`src/rtl/svcb_pkg.sv`:
```
// Shared types and constants for the SVCB record-data validator.
// Request structs for the byte input and the per-record result.
// No dependencies.
package svcb_pkg;

  // Name must end within this many bytes after the priority
  localparam int MaxNameBytes = 256;
  // Name-length byte positions at or beyond this value are out of limit
  localparam logic [15:0] NameLimitPos = 16'(MaxNameBytes + 2);

  // Parameter keys of interest
  localparam logic [15:0] KeyMandatory = 16'd0;
  localparam logic [15:0] KeyPort      = 16'd3;
  localparam logic [15:0] KeyDoh       = 16'd32768;

  // One input request: a record byte and its final-byte mark
  typedef struct packed {
    logic [7:0] data_byte;
    logic       last_byte;
  } svcb_in_t;

  // One result request, produced on the final byte of a record
  typedef struct packed {
    logic [15:0] priority_res;
    logic        is_alias;
    logic        name_ok;
    logic        record_valid;
    logic [15:0] port;
  } svcb_out_t;

endpackage

```
`src/rtl/svcb_parser.sv`:
```
// Byte-wise SVCB record-data parser: phase tracking, name skip and entry walk.
// Produces the result combinationally on the final byte and clears itself.
// Depends on svcb_pkg.
module svcb_parser (
  input  logic                 clk_i,
  input  logic                 rst_ni,
  input  logic                 take_i,
  input  svcb_pkg::svcb_in_t   byte_i,
  output logic                 res_valid_o,
  output svcb_pkg::svcb_out_t  res_o
);

  localparam logic [3:0] PhPriHi    = 4'd0;
  localparam logic [3:0] PhPriLo    = 4'd1;
  localparam logic [3:0] PhNameLen  = 4'd2;
  localparam logic [3:0] PhNameSkip = 4'd3;
  localparam logic [3:0] PhNameBad  = 4'd4;
  localparam logic [3:0] PhKeyHi    = 4'd5;
  localparam logic [3:0] PhKeyLo    = 4'd6;
  localparam logic [3:0] PhLenHi    = 4'd7;
  localparam logic [3:0] PhLenLo    = 4'd8;
  localparam logic [3:0] PhValue    = 4'd9;

  typedef struct packed {
    logic [3:0]  phase;
    logic [15:0] pos;
    logic [7:0]  skip_left;
    logic [15:0] pri;
    logic [15:0] key;
    logic [15:0] value_left;
    logic [7:0]  pair_hi;
    logic        pair_half;
    logic        pend_invalid;
    logic [15:0] pend_port;
    logic [15:0] value_len;
    logic        mand_seen;
    logic        mand_invalid;
    logic        port_seen;
    logic [15:0] port_val;
    logic        name_good;
  } parse_state_t;

  parse_state_t st_q, st_d, nx;
  logic         big_enough, alias_form;

  // True when a listed mandatory key names a known parameter
  function automatic logic listed_key_ok(input logic [15:0] k);
    logic ok;
    ok = ((k >= 16'd1) && (k <= 16'd6)) || (k == svcb_pkg::KeyDoh);
    return ok;
  endfunction

  // One byte step of the parse
  always_comb begin
    logic [7:0]  b;
    logic [15:0] pair;
    logic        finish;
    b      = byte_i.data_byte;
    pair   = {st_q.pair_hi, b};
    finish = 1'b0;
    nx     = st_q;
    unique case (st_q.phase)
      PhPriHi: begin
        nx.pri   = {b, 8'd0};
        nx.phase = PhPriLo;
      end
      PhPriLo: begin
        nx.pri   = {st_q.pri[15:8], b};
        nx.phase = PhNameLen;
      end
      PhNameLen: begin
        if (st_q.pos >= svcb_pkg::NameLimitPos) begin
          nx.phase = PhNameBad;
        end else if (b == 8'd0) begin
          nx.name_good = 1'b1;
          nx.phase     = PhKeyHi;
        end else begin
          nx.skip_left = b;
          nx.phase     = PhNameSkip;
        end
      end
      PhNameSkip: begin
        nx.skip_left = st_q.skip_left - 8'd1;
        if (st_q.skip_left == 8'd1) nx.phase = PhNameLen;
      end
      PhKeyHi: begin
        nx.pair_hi = b;
        nx.phase   = PhKeyLo;
      end
      PhKeyLo: begin
        nx.key   = pair;
        nx.phase = PhLenHi;
      end
      PhLenHi: begin
        nx.pair_hi = b;
        nx.phase   = PhLenLo;
      end
      PhLenLo: begin
        nx.value_len    = pair;
        nx.value_left   = pair;
        nx.pend_invalid = 1'b0;
        nx.pend_port    = 16'd0;
        nx.pair_half    = 1'b0;
        if (pair == 16'd0) finish = 1'b1;
        else nx.phase = PhValue;
      end
      PhValue: begin
        // collect listed keys of the first mandatory entry
        if (st_q.key == svcb_pkg::KeyMandatory && !st_q.mand_seen) begin
          if (!st_q.pair_half) begin
            nx.pair_hi   = b;
            nx.pair_half = 1'b1;
          end else begin
            if (!listed_key_ok(pair)) nx.pend_invalid = 1'b1;
            nx.pair_half = 1'b0;
          end
        end
        // shift in bytes of the first port entry
        if (st_q.key == svcb_pkg::KeyPort && !st_q.port_seen) begin
          nx.pend_port = {st_q.pend_port[7:0], b};
        end
        nx.value_left = st_q.value_left - 16'd1;
        if (st_q.value_left == 16'd1) finish = 1'b1;
      end
      default: begin
        // malformed name: rest of record ignored
      end
    endcase

    // close an entry
    if (finish) begin
      if (nx.key == svcb_pkg::KeyMandatory && !nx.mand_seen) begin
        nx.mand_seen    = 1'b1;
        nx.mand_invalid = nx.value_len[0] | nx.pend_invalid;
      end
      if (nx.key == svcb_pkg::KeyPort && !nx.port_seen) begin
        nx.port_seen = 1'b1;
        nx.port_val  = (nx.value_len == 16'd2) ? nx.pend_port : 16'd0;
      end
      nx.phase = PhKeyHi;
    end

    // saturating byte count
    if (st_q.pos != 16'hFFFF) nx.pos = st_q.pos + 16'd1;
  end

  // Result from the post-step state
  assign big_enough = (nx.pos >= 16'd2);
  assign alias_form = big_enough && (nx.pri == 16'd0);

  always_comb begin
    res_o.priority_res = big_enough ? nx.pri : 16'd0;
    res_o.is_alias     = alias_form;
    res_o.name_ok      = big_enough && nx.name_good;
    res_o.record_valid = big_enough && (alias_form || !nx.name_good || !nx.mand_invalid);
    res_o.port         = (big_enough && !alias_form && nx.name_good && nx.port_seen)
                         ? nx.port_val : 16'd0;
  end

  assign res_valid_o = take_i && byte_i.last_byte;

  // Next state: clear after the final byte
  always_comb begin
    st_d = st_q;
    if (take_i) begin
      if (byte_i.last_byte) st_d = '0;
      else st_d = nx;
    end
  end

  always_ff @(posedge clk_i or negedge rst_ni) begin
    if (!rst_ni) begin
      st_q <= '0;
    end else begin
      st_q <= st_d;
    end
  end

endmodule

```
`src/rtl/svcb_rdata_validator_port_extractor_core.sv`:
```
// SVCB record-data validator and port extractor, top level.
// Accepts one record byte per cycle unless stalled. The result for a record is
// registered when its final byte is accepted, into the skid entry if the output register is not freed.
// A two-entry output buffer (register plus skid) keeps input flowing while a
// result waits; input stalls only when both entries are full.
// Reset clears the parse state and empties the output buffer.
module svcb_rdata_validator_port_extractor_core (
  input  logic                 clk_i,
  input  logic                 rst_ni,
  input  logic                 in_valid_i,
  output logic                 in_stall_o,
  input  svcb_pkg::svcb_in_t   in_req_i,
  output logic                 out_valid_o,
  input  logic                 out_stall_i,
  output svcb_pkg::svcb_out_t  out_req_o
);

  logic                in_take, res_valid, pop;
  svcb_pkg::svcb_out_t res;
  svcb_pkg::svcb_out_t out_q, out_d, skid_q, skid_d;
  logic                out_valid_q, out_valid_d, skid_valid_q, skid_valid_d;

  assign in_stall_o = skid_valid_q;
  assign in_take    = in_valid_i && !skid_valid_q;
  assign pop        = out_valid_q && !out_stall_i;

  svcb_parser u_parser (
    .clk_i       (clk_i),
    .rst_ni      (rst_ni),
    .take_i      (in_take),
    .byte_i      (in_req_i),
    .res_valid_o (res_valid),
    .res_o       (res)
  );

  // Output register and skid entry
  always_comb begin
    out_d        = out_q;
    out_valid_d  = out_valid_q;
    skid_d       = skid_q;
    skid_valid_d = skid_valid_q;
    if (pop) begin
      if (skid_valid_q) begin
        out_d        = skid_q;
        skid_valid_d = 1'b0;
      end else begin
        out_valid_d = 1'b0;
      end
    end
    if (res_valid) begin
      if (!out_valid_q || (pop && !skid_valid_q)) begin
        out_d       = res;
        out_valid_d = 1'b1;
      end else begin
        skid_d       = res;
        skid_valid_d = 1'b1;
      end
    end
  end

  always_ff @(posedge clk_i or negedge rst_ni) begin
    if (!rst_ni) begin
      out_valid_q  <= 1'b0;
      skid_valid_q <= 1'b0;
    end else begin
      out_valid_q  <= out_valid_d;
      skid_valid_q <= skid_valid_d;
    end
  end

  always_ff @(posedge clk_i) begin
    out_q  <= out_d;
    skid_q <= skid_d;
  end

  assign out_valid_o = out_valid_q;
  assign out_req_o   = out_q;

endmodule
```
`config.mk`:
```
export PLATFORM = sky130hd
export DESIGN_NAME = svcb_rdata_validator_port_extractor_core
export DESIGN_NICKNAME = d
export VERILOG_FILES = /design/src/rtl/svcb_pkg.sv /design/src/rtl/svcb_parser.sv /design/src/rtl/svcb_rdata_validator_port_extractor_core.sv
export SDC_FILE = /design/constraint.sdc
export NUM_CORES = 1
export LEC_CHECK = 0
export ABC_AREA = 1
export BUFFER_PORTS_ARGS = -buffer_cell sky130_fd_sc_hd__clkbuf_2
export CELL_PAD_IN_SITES_DETAIL_PLACEMENT = 1
export CELL_PAD_IN_SITES_GLOBAL_PLACEMENT = 1
export CORE_MARGIN = 2
export CORE_UTILIZATION = 46
export DETAILED_ROUTE_END_ITERATION = 16
export GPL_ROUTABILITY_DRIVEN = 0
export GPL_TIMING_DRIVEN = 0
export PLACE_DENSITY_LB_ADDON = 0.3
export SLEW_MARGIN = 5
export SYNTH_ARGS = -nofsm -noshare
export SYNTH_HDL_FRONTEND = slang
export SYNTH_SLANG_ARGS = --single-unit
```
`constraint.sdc`:
```
create_clock -name clk_i -period 4.2 [get_ports clk_i]
set_clock_uncertainty 0.2 [all_clocks]
set_input_delay 0.84 -clock clk_i [delete_from_list [all_inputs] [get_ports clk_i]]
set_output_delay 0.84 -clock clk_i [all_outputs]
set_load 0.02 [all_outputs]
```
; ---- After elaboration in Yosys (flattened, before gate mapping)
; Index checks and enable logic that the tools add are counted.
[totals]
register_bits = 210
in_bits = 13
output_inout_bits = 37
[op_classes]
add_sub_neg = 3
order_cmp = 4
eq_ne = 21
mux = 46
bitwise = 2
reduce_logical = 47
[ops]
columns = operator, n
row1 = 2-to-1 mux 35 bit, 4
row2 = 2-to-1 mux 138 bit, 1
row3 = 2-to-1 mux 16 bit, 7
row4 = logical NOT 16 bit, 4
row5 = one-hot mux 16 bit (2 select lines), 2
row6 = equality test 16 x 2 -> 1 bit (second input constant), 3
row7 = one-hot mux 18 bit (2 select lines), 1
row8 = one-hot mux 4 bit (8 select lines), 1
row9 = one-hot mux 8 bit (2 select lines), 2
row10 = 2-to-1 mux 8 bit, 3
row11 = 2-to-1 mux 19 bit, 1
row12 = 2-to-1 mux 17 bit, 1
row13 = adder 16 x 1 -> 16 bit (second input constant), 1
row14 = equality test 16 x 1 -> 1 bit (second input constant), 1
row15 = equality test 16 bit (second input constant), 1
row16 = greater-or-equal comparator 16 x 1 -> 1 bit (second input constant), 1
row17 = greater-or-equal comparator 16 x 2 -> 1 bit (second input constant), 1
row18 = greater-or-equal comparator 16 x 9 -> 1 bit (second input constant), 1
row19 = less-or-equal comparator 16 x 3 -> 1 bit (second input constant), 1
row20 = 2-to-1 mux 4 bit, 4
row21 = inequality test 16 bit (second input constant), 1
row22 = subtractor 16 x 1 -> 16 bit (second input constant), 1
row23 = logical AND 1 bit, 15
row24 = 2-to-1 mux 1 bit, 15
row25 = other kinds (27), 50

; ---- Longest topological paths before layout
; Gate-level depths: netlist of the first run.
[logic_depth]
depth_word = 15
depth_mapped = 18
mapped_depth_nobuf = 15

; ---- By module
; A second synthesis of the first run with hierarchy kept.
[unflattened]
cells_unflattened = 1563
area_unflattened_um2 = 11491.0
[modules_own_cells]
columns = mod, n_inst, cells_each, area_each_um2, seq_area_each_um2
row1 = svcb_parser, 1, 1209, 8344.3, 3453.3
row2 = svcb_rdata_validator_port_extractor_core, 1, 354, 3146.8, 1801.7

; ---- Worst setup path before layout of the first run
; OpenSTA, ideal clock, no wires.
[synth_timing]
path_kind = input-to-reg
startpoint = input port in_req_i[0] (netlist bit)
endpoint = register skid_q[0] (netlist bit), enable pin
setup_time_ps = 427
t_arrival_ps = 2775
required_time_ps = 3573
path_slack_ps = 798
path_stages = 4
n_path_buf = 0
cell_sequence = inv_1 > nor2_1 > inv_1 > nor2_1
[synth_between]
elab_chain_cells = 2
[synth_lines]
columns = element, line_no
row1 = from (decl), svcb_rdata_validator_port_extractor_core.sv:12  ; input svcb_pkg::svcb_in_t in_req_i,
row2 = logical AND 1 bit, svcb_parser.sv:160  ; assign res_valid_o = take_i && byte_i.last_byte;
row3 = AND reduction 2 bit (no source line), --
row4 = to (signal assigned), svcb_rdata_validator_port_extractor_core.sv:73  ; skid_q <= skid_d;
row5 = to (decl), svcb_rdata_validator_port_extractor_core.sv:20  ; svcb_pkg::svcb_out_t out_q, out_d, skid_q, skid_d;
; Every way passes these cells.
; A chain may end at the register's enable or synchronous reset.

==> flow_metrics.env, run 1 <==
export IMPL_outcome="finished clean"
export IMPL_synthDistinctLibCells=38
export IMPL_yosys_area_share_simple_pct=28.9
export IMPL_cts_tree="done"
export IMPL_route_detailed_drc=0
export IMPL_grt_use_total_pct=28.6
export IMPL_die_w_um=159
export IMPL_antenna_found_initial=0
export IMPL_die_h_um=159
export IMPL_synthArstFlopShare_pct=66.7
export IMPL_post_cts_setup_buffers=0
export IMPL_worstSetupEndpointType="flip-flop"
export IMPL_die_area_um2=25400
export IMPL_r2r_slack_ns=0.94
export IMPL_maxSlewViolCount=0
export IMPL_worst_hold_slack_ns=0.0270
export IMPL_start_kind="flip-flop"
export IMPL_yosys_register_bits=210
export IMPL_crit_arrival_ns=3.35
export IMPL_grt_pass1_vias=11376
export IMPL_max_freq_mhz=306
export IMPL_finalCriticalPeriod_ns=3.26
export IMPL_postSynthAreaPerCell_um2=7.47
export IMPL_r2r_end="skid_q[5]"
export IMPL_clk_latency_ns=0.54
export IMPL_path_class="flip-flop to flip-flop"
export IMPL_final_core_util_pct=53.4
export IMPL_cts_root_buf="clkbuf_16"
export IMPL_grt_pass1_wl_um=59400
export IMPL_cts_buffer_depth=3
export IMPL_portBuffers=49
export IMPL_holdBufCountCts=0
export IMPL_setup_viol=0
export IMPL_seq_area_frac_synth_pct=47.4
export IMPL_drt_wirelength_per_cell_um=18.9
export IMPL_ys_warn_count=0
export IMPL_place_inst=1855
export IMPL_final_nets=1582
export IMPL_synth_xor_area_share_pct=0.948
export IMPL_p_per_area_nw_per_um2=571
export IMPL_period_share_pct=77.7
export IMPL_ff2ff_path_depth=15
export IMPL_routed_wl_um=35900
export IMPL_cap_violations=0
export IMPL_muxShareOfSynthArea_pct=0
export IMPL_final_cells=1900
export IMPL_p_leak_nw=6.14
export IMPL_syn_area_um2=11100
export IMPL_initial_core_util_pct=47.1
export IMPL_numCtsBuffers=25
export IMPL_core_area_um2=23500
export IMPL_num_rows=56
export IMPL_drive_gt1_share_pct=9.80
export IMPL_ir_drop_uv=307
export IMPL_hold_viol_final=0
export IMPL_drtPass1Iterations=5
export IMPL_grt_max_degree=99
export IMPL_drt_initial_drc_count=775
export IMPL_placed_cell_area_um2=11800
export IMPL_synth_compound_area_share_pct=13.8
export IMPL_cts_clk_slew_worst_paths_ns=0.06
export IMPL_viasPerCell=5.57
export IMPL_design_area_um2=12600
export IMPL_synthFlopType="dfrtp_1"
export IMPL_dr_total_vias=10585
export IMPL_ant_nets=0
export IMPL_io_pins=50
export IMPL_cts_sinks=210
export IMPL_dp_hpwl_um=25900
export IMPL_hold_path_class="input pin to async pin"
export IMPL_syn_nets=1504
export IMPL_synthAdderAreaFrac_pct=0.677
export IMPL_fin_setup_tns_ns=0
export IMPL_cts_resized=0
export IMPL_relSlewSlack_pct=39.5
export IMPL_syn_instance_count=1485
export IMPL_syn_to_final_growth_pct=13.4
export IMPL_crit_fanout=10
export IMPL_cp_required_ns=4.29
export IMPL_tightest_slew_ns=0.900
export IMPL_gr_total_overflow=0
export IMPL_n_fill_cell=3033
export IMPL_r2r_start="u_parser.st_q[118]"
export IMPL_synth_edf_count=35
export IMPL_num_antenna_cells=0
export IMPL_cts_max_level=1
export IMPL_synth_top_family_by_area="simple AND/OR/NAND/NOR gates"
export IMPL_rsz0062_at_grt="no"
-- critical path: stages, from the launching register on --
cell and delay, ns:
dfrtp_1 0.45, ha_1 0.32, nand2_1 0.09, nor2_1 0.11, nand2_1 0.13, nor2_2 0.24, nand2_1 0.23, nand2_1 0.12
o21ai_1 0.10, nor2_1 0.13, nand3_1 0.12, nor2_4 0.29, nor2_4 0.09, buf_2 0.21, nand2_1 0.11, inv_1 0.05
-- cell usage after synthesis (17+ instances only) --
master | instances | area, um^2
a21oi_1 | 23 | 115
a22o_1 | 17 | 149
clkbuf_1 | 38 | 143
dfrtp_1 | 140 | 3500
dfxtp_1 | 35 | 701
edfxtp_1 | 35 | 1050
inv_1 | 166 | 623
nand2_1 | 455 | 1710
nand3_1 | 65 | 325
nand4_1 | 34 | 213
nor2_1 | 141 | 529
o211ai_1 | 20 | 150
o21ai_0 | 141 | 706
o22ai_1 | 49 | 307
or2_2 | 32 | 200
-- sequential cells by signal, summed over array words and instances, names as in the netlist --
| signal | cells |
|---|---|
| in_stall_o | 1 |
| out_req_o | 35 |
| out_valid_o | 1 |
| skid_q | 35 |
| u_parser.st_q | 138 |
-- logic make-up after synthesis --
kind of cell / after synthesis
simple gates: 758
compound gates: 269
buf+inv: 230
flops: 210
xor+xnor: 12
fa+ha+maj: 6
-- final cells by class --
class / instances / area (um^2) / area share (%)
inverters: 172 / 646 / 5.13
repair buffers: 51 / 309 / 2.46
multi-input cells: 1045 / 4920 / 39.2
clock inverters: 3 / 28.8 / 0.229
flip-flops and latches: 210 / 5260 / 41.8
well taps: 319 / 399 / 3.17
clock buffers: 42 / 739 / 5.88
plain buffers: 58 / 273 / 2.17
-- report_power, final --
part | leakage, nW | internal, W | switching [W]
sequential | 2.54 | 0.00247 | 0.000252
clock | 0.373 | 0.00120 | 0.000880
combinational | 3.23 | 0.000710 | 0.00167
-- placed cells by master, fill, tap and decap left out, types with 6 or more instances in the layout --
cell type,n
buf_4,6
nor3_1,10
dfrtp_1,140
buf_2,8
nor2_1,140
a22o_1,17
nand2_1,455
o21ai_0,141
edfxtp_1,35
o22ai_1,49
ha_1,6
o211ai_1,20
nor2_4,6
clkbuf_16,25
clkbuf_8,6
clkbuf_1,50
nand4_1,34
a21oi_1,23
o21ai_1,14
clkbuf_2,48
nand3_1,65
or2_2,32
inv_1,166
xor2_1,10
dfxtp_1,35
-- layer usage --
layer | routed length (um) | vias up | track usage (%)
met5 | 0 | - | 0
met4 | 1260 | 0 | 10.2
met3 | 1720 | 87 | 3.99
met2 | 17100 | 258 | 48.7
met1 | 15800 | 5238 | 37.5
li1 | - | 5002 | -
-- how the worst max path moves through the flow --
stage | slack [ns] | cells after the start | endpoint | from
2_1_floorplan | 0.80 | 4 | skid_q[0] | in_req_i[0]
3_5_place_dp | 0.64 | 9 | out_req_o[15] | in_req_i[0]
4_1_cts | 0.99 | 15 | skid_q[5] | u_parser.st_q[118]
5_1_grt | 0.65 | 9 | out_req_o[7] | in_stall_o
6_report | 0.94 | 15 | skid_q[5] | u_parser.st_q[118]
3_3_place_gp | -0.56 | 5 | skid_q[13] | in_req_i[0]
-- per-stage QoR --
| step | power, W | setup slack, ns |
|---|---|---|
| 2_1_floorplan | 0.00426 | 0.798 |
| 3_3_place_gp | 0.00497 | -0.557 |
| 3_5_place_dp | 0.00508 | 0.637 |
| 4_1_cts | 0.00719 | 0.989 |
| 5_1_grt | 0.00760 | 0.651 |
| 6_report | 0.00718 | 0.937 |
Note: power is estimated with default switching activity, not from simulation.
==> inputs of run 2 (changes only) <==
CORE_UTILIZATION = 42   (was 46)
clock period = 2.8 ns   (was 4.2 ns; I/O delays follow)
==> flow_metrics.env, run 2 (synthesis gave the netlist of run 1 again) <==
export IMPL_outcome="finished clean"
export IMPL_cts_buffer_depth=3
export IMPL_syn_to_final_growth_pct=20.0
export IMPL_final_cells=1955
export IMPL_final_common_cell="nand2_1"
export IMPL_worstHoldPathCells=3
export IMPL_hold_path_class="input pin to flip-flop"
export IMPL_r2r_start="u_parser.st_q[118]"
export IMPL_clk_latency_ns=0.54
export IMPL_gr_total_overflow=0
export IMPL_path_class="flip-flop to flip-flop"
export IMPL_drt_wirelength_per_cell_um=19.5
export IMPL_placed_cell_area_um2=11800
export IMPL_grt_use_total_pct=26.3
export IMPL_rsz0062_at_grt="yes"
export IMPL_p_leak_nw=6.50
export IMPL_p_int_w=0.00694
export IMPL_path_delay_family="simple AND/OR/NAND/NOR gates"
export IMPL_route_detailed_drc=0
export IMPL_worst_hold_slack_ns=0.162
export IMPL_clkPwrFrac_pct=28.4
export IMPL_cap_violations=0
export IMPL_p_per_area_nw_per_um2=853
export IMPL_min_to="in_stall_o"
export IMPL_place_inst=1871
export IMPL_p_sw_w=0.00442
export IMPL_maxSlewViolCount=0
export IMPL_finalCriticalPeriod_ns=2.79
export IMPL_p_comb_share_pct=35.4
export IMPL_cts_sinks=210
export IMPL_relSlewSlack_pct=50.3
export IMPL_die_area_um2=27700
export IMPL_num_rows=59
export IMPL_worst_path_buf_inv=3
export IMPL_crit_fanout=8
export IMPL_portBuffers=49
export IMPL_netSwitchingFraction_pct=38.9
export IMPL_cpPeakStageDelay_ns=0.42
export IMPL_viasPerCell=5.49
export IMPL_die_w_um=167
export IMPL_crit_arrival_ns=2.88
export IMPL_dp_hpwl_um=26400
export IMPL_hold_viol_final=0
export IMPL_ant_nets=0
export IMPL_worst_hold_startpoint="out_stall_i"
export IMPL_core_area_um2=26000
export IMPL_cts_tree="done"
export IMPL_grt_pass1_wl_um=59100
export IMPL_num_antenna_cells=0
export IMPL_period_share_pct=99.7
export IMPL_numCtsBuffers=25
export IMPL_io_pins=50
export IMPL_antenna_found_initial=0
export IMPL_cts_root_buf="clkbuf_16"
export IMPL_start_kind="flip-flop"
export IMPL_drtPass1Iterations=5
export IMPL_dr_total_vias=10741
export IMPL_most_common_layout_cells="nand2_1, inv_1, dfrtp_1"
export IMPL_n_fill_cell=3280
export IMPL_initial_core_util_pct=42.7
export IMPL_cp_required_ns=2.89
export IMPL_regMostFlops="u_parser.st_q"
export IMPL_design_area_um2=13300
export IMPL_largest_reg_flops=138
export IMPL_tightest_slew_ns=0.746
export IMPL_grt_max_degree=91
export IMPL_routed_wl_um=38200
export IMPL_ir_drop_uv=839
export IMPL_r2r_end="skid_q[6]"
export IMPL_ff2ff_path_depth=16
export IMPL_setup_viol=0
export IMPL_cts_max_level=1
export IMPL_power_share_sequential_pct=36.2
export IMPL_power_w=0.0114
export IMPL_drt_initial_drc_count=605
export IMPL_worstSetupEndpointType="flip-flop"
export IMPL_die_h_um=167
export IMPL_grt_pass1_vias=10966
export IMPL_max_freq_mhz=358
export IMPL_critPathSlowestCell="dfrtp_2"
export IMPL_cts_clk_slew_worst_paths_ns=0.06
export IMPL_drive_gt1_share_pct=18.1
export IMPL_path_cells="buf_12, ha_4, nand2_2, nor2_2, nand2_2, nor2_4, nand2_2, o21ai_4, nand2_1, nor2_1, nand3_2, nor2_4, nor2_4, buf_6, nand2_1, inv_1"
export IMPL_r2r_slack_ns=0.007
export IMPL_final_nets=1620
==> run 2: worst min-delay path: stages <==
cell and delay [ns]:
clkbuf_2 0.08, nor2_1 0.06, o22ai_1 0.15
==> run 2: power groups by stage <==
| stage | logic, W | registers, W | clock network, W |
|---|---|---|---|
| 2_1_floorplan | 0.00205 | 0.00434 | 0 |
| 3_3_place_gp | 0.00335 | 0.00410 | 0 |
| 3_5_place_dp | 0.00351 | 0.00413 | 0 |
| 4_1_cts | 0.00365 | 0.00409 | 0.00325 |
| 5_1_grt | 0.00441 | 0.00417 | 0.00336 |
| 6_report | 0.00403 | 0.00411 | 0.00323 |
==> run 2: what timing repair did <==
item | in CTS | in global routing
gates cloned | 0 | 6
endpoints found under the hold margin | 50 | 0
gates resized for setup | 32 | 131
pin swaps | 6 | 28
buffers inserted | 6 | 25
endpoints found under the setup margin | 91 | 111
hold buffers | 1 | 0
==> run 2: how the worst max path moves through the flow <==
stage / from / to / slack [ns] / cells past startpoint
global placement: rst_ni / u_parser.st_q[71] / -1.65 / 1
floorplan: in_req_i[0] / skid_q[0] / 0.25 / 4
detailed placement: in_req_i[0] / out_req_o[7] / -0.46 / 9
global route: u_parser.st_q[118] / skid_q[6] / -0.19 / 13
CTS: u_parser.st_q[135] / out_req_o[11] / 0.02 / 14
finish: u_parser.st_q[118] / skid_q[6] / 0.007 / 16
==> run 2: per-layer routing <==
layer	routed length, um	track usage [%]
met1	17300	36.3
met2	18100	44.2
met3	1560	2.76
met4	1140	7.31
met5	0	0
==> run 2: layout make-up <==
class	instances	area (um^2)	area share [%]
clock buffers	35	713	5.36
repair buffers	89	627	4.71
flip-flops and latches	210	5260	39.5
clock inverters	11	81.3	0.611
multi-input cells	1045	5240	39.4
plain buffers	58	325	2.44
inverters	172	646	4.85
well taps	335	419	3.15
==> run 2: metrics by stage <==
step	setup TNS, ns	worst slack (ns)	utilization [%]
after floorplan	0	0.252	-
after global placement	-276.31	-1.65	45.2
after detailed placement	-26.01	-0.457	45.5
after CTS	0	0.0156	49.1
after global routing	-6.13	-0.190	51.2
final	0	0.00743	51.2
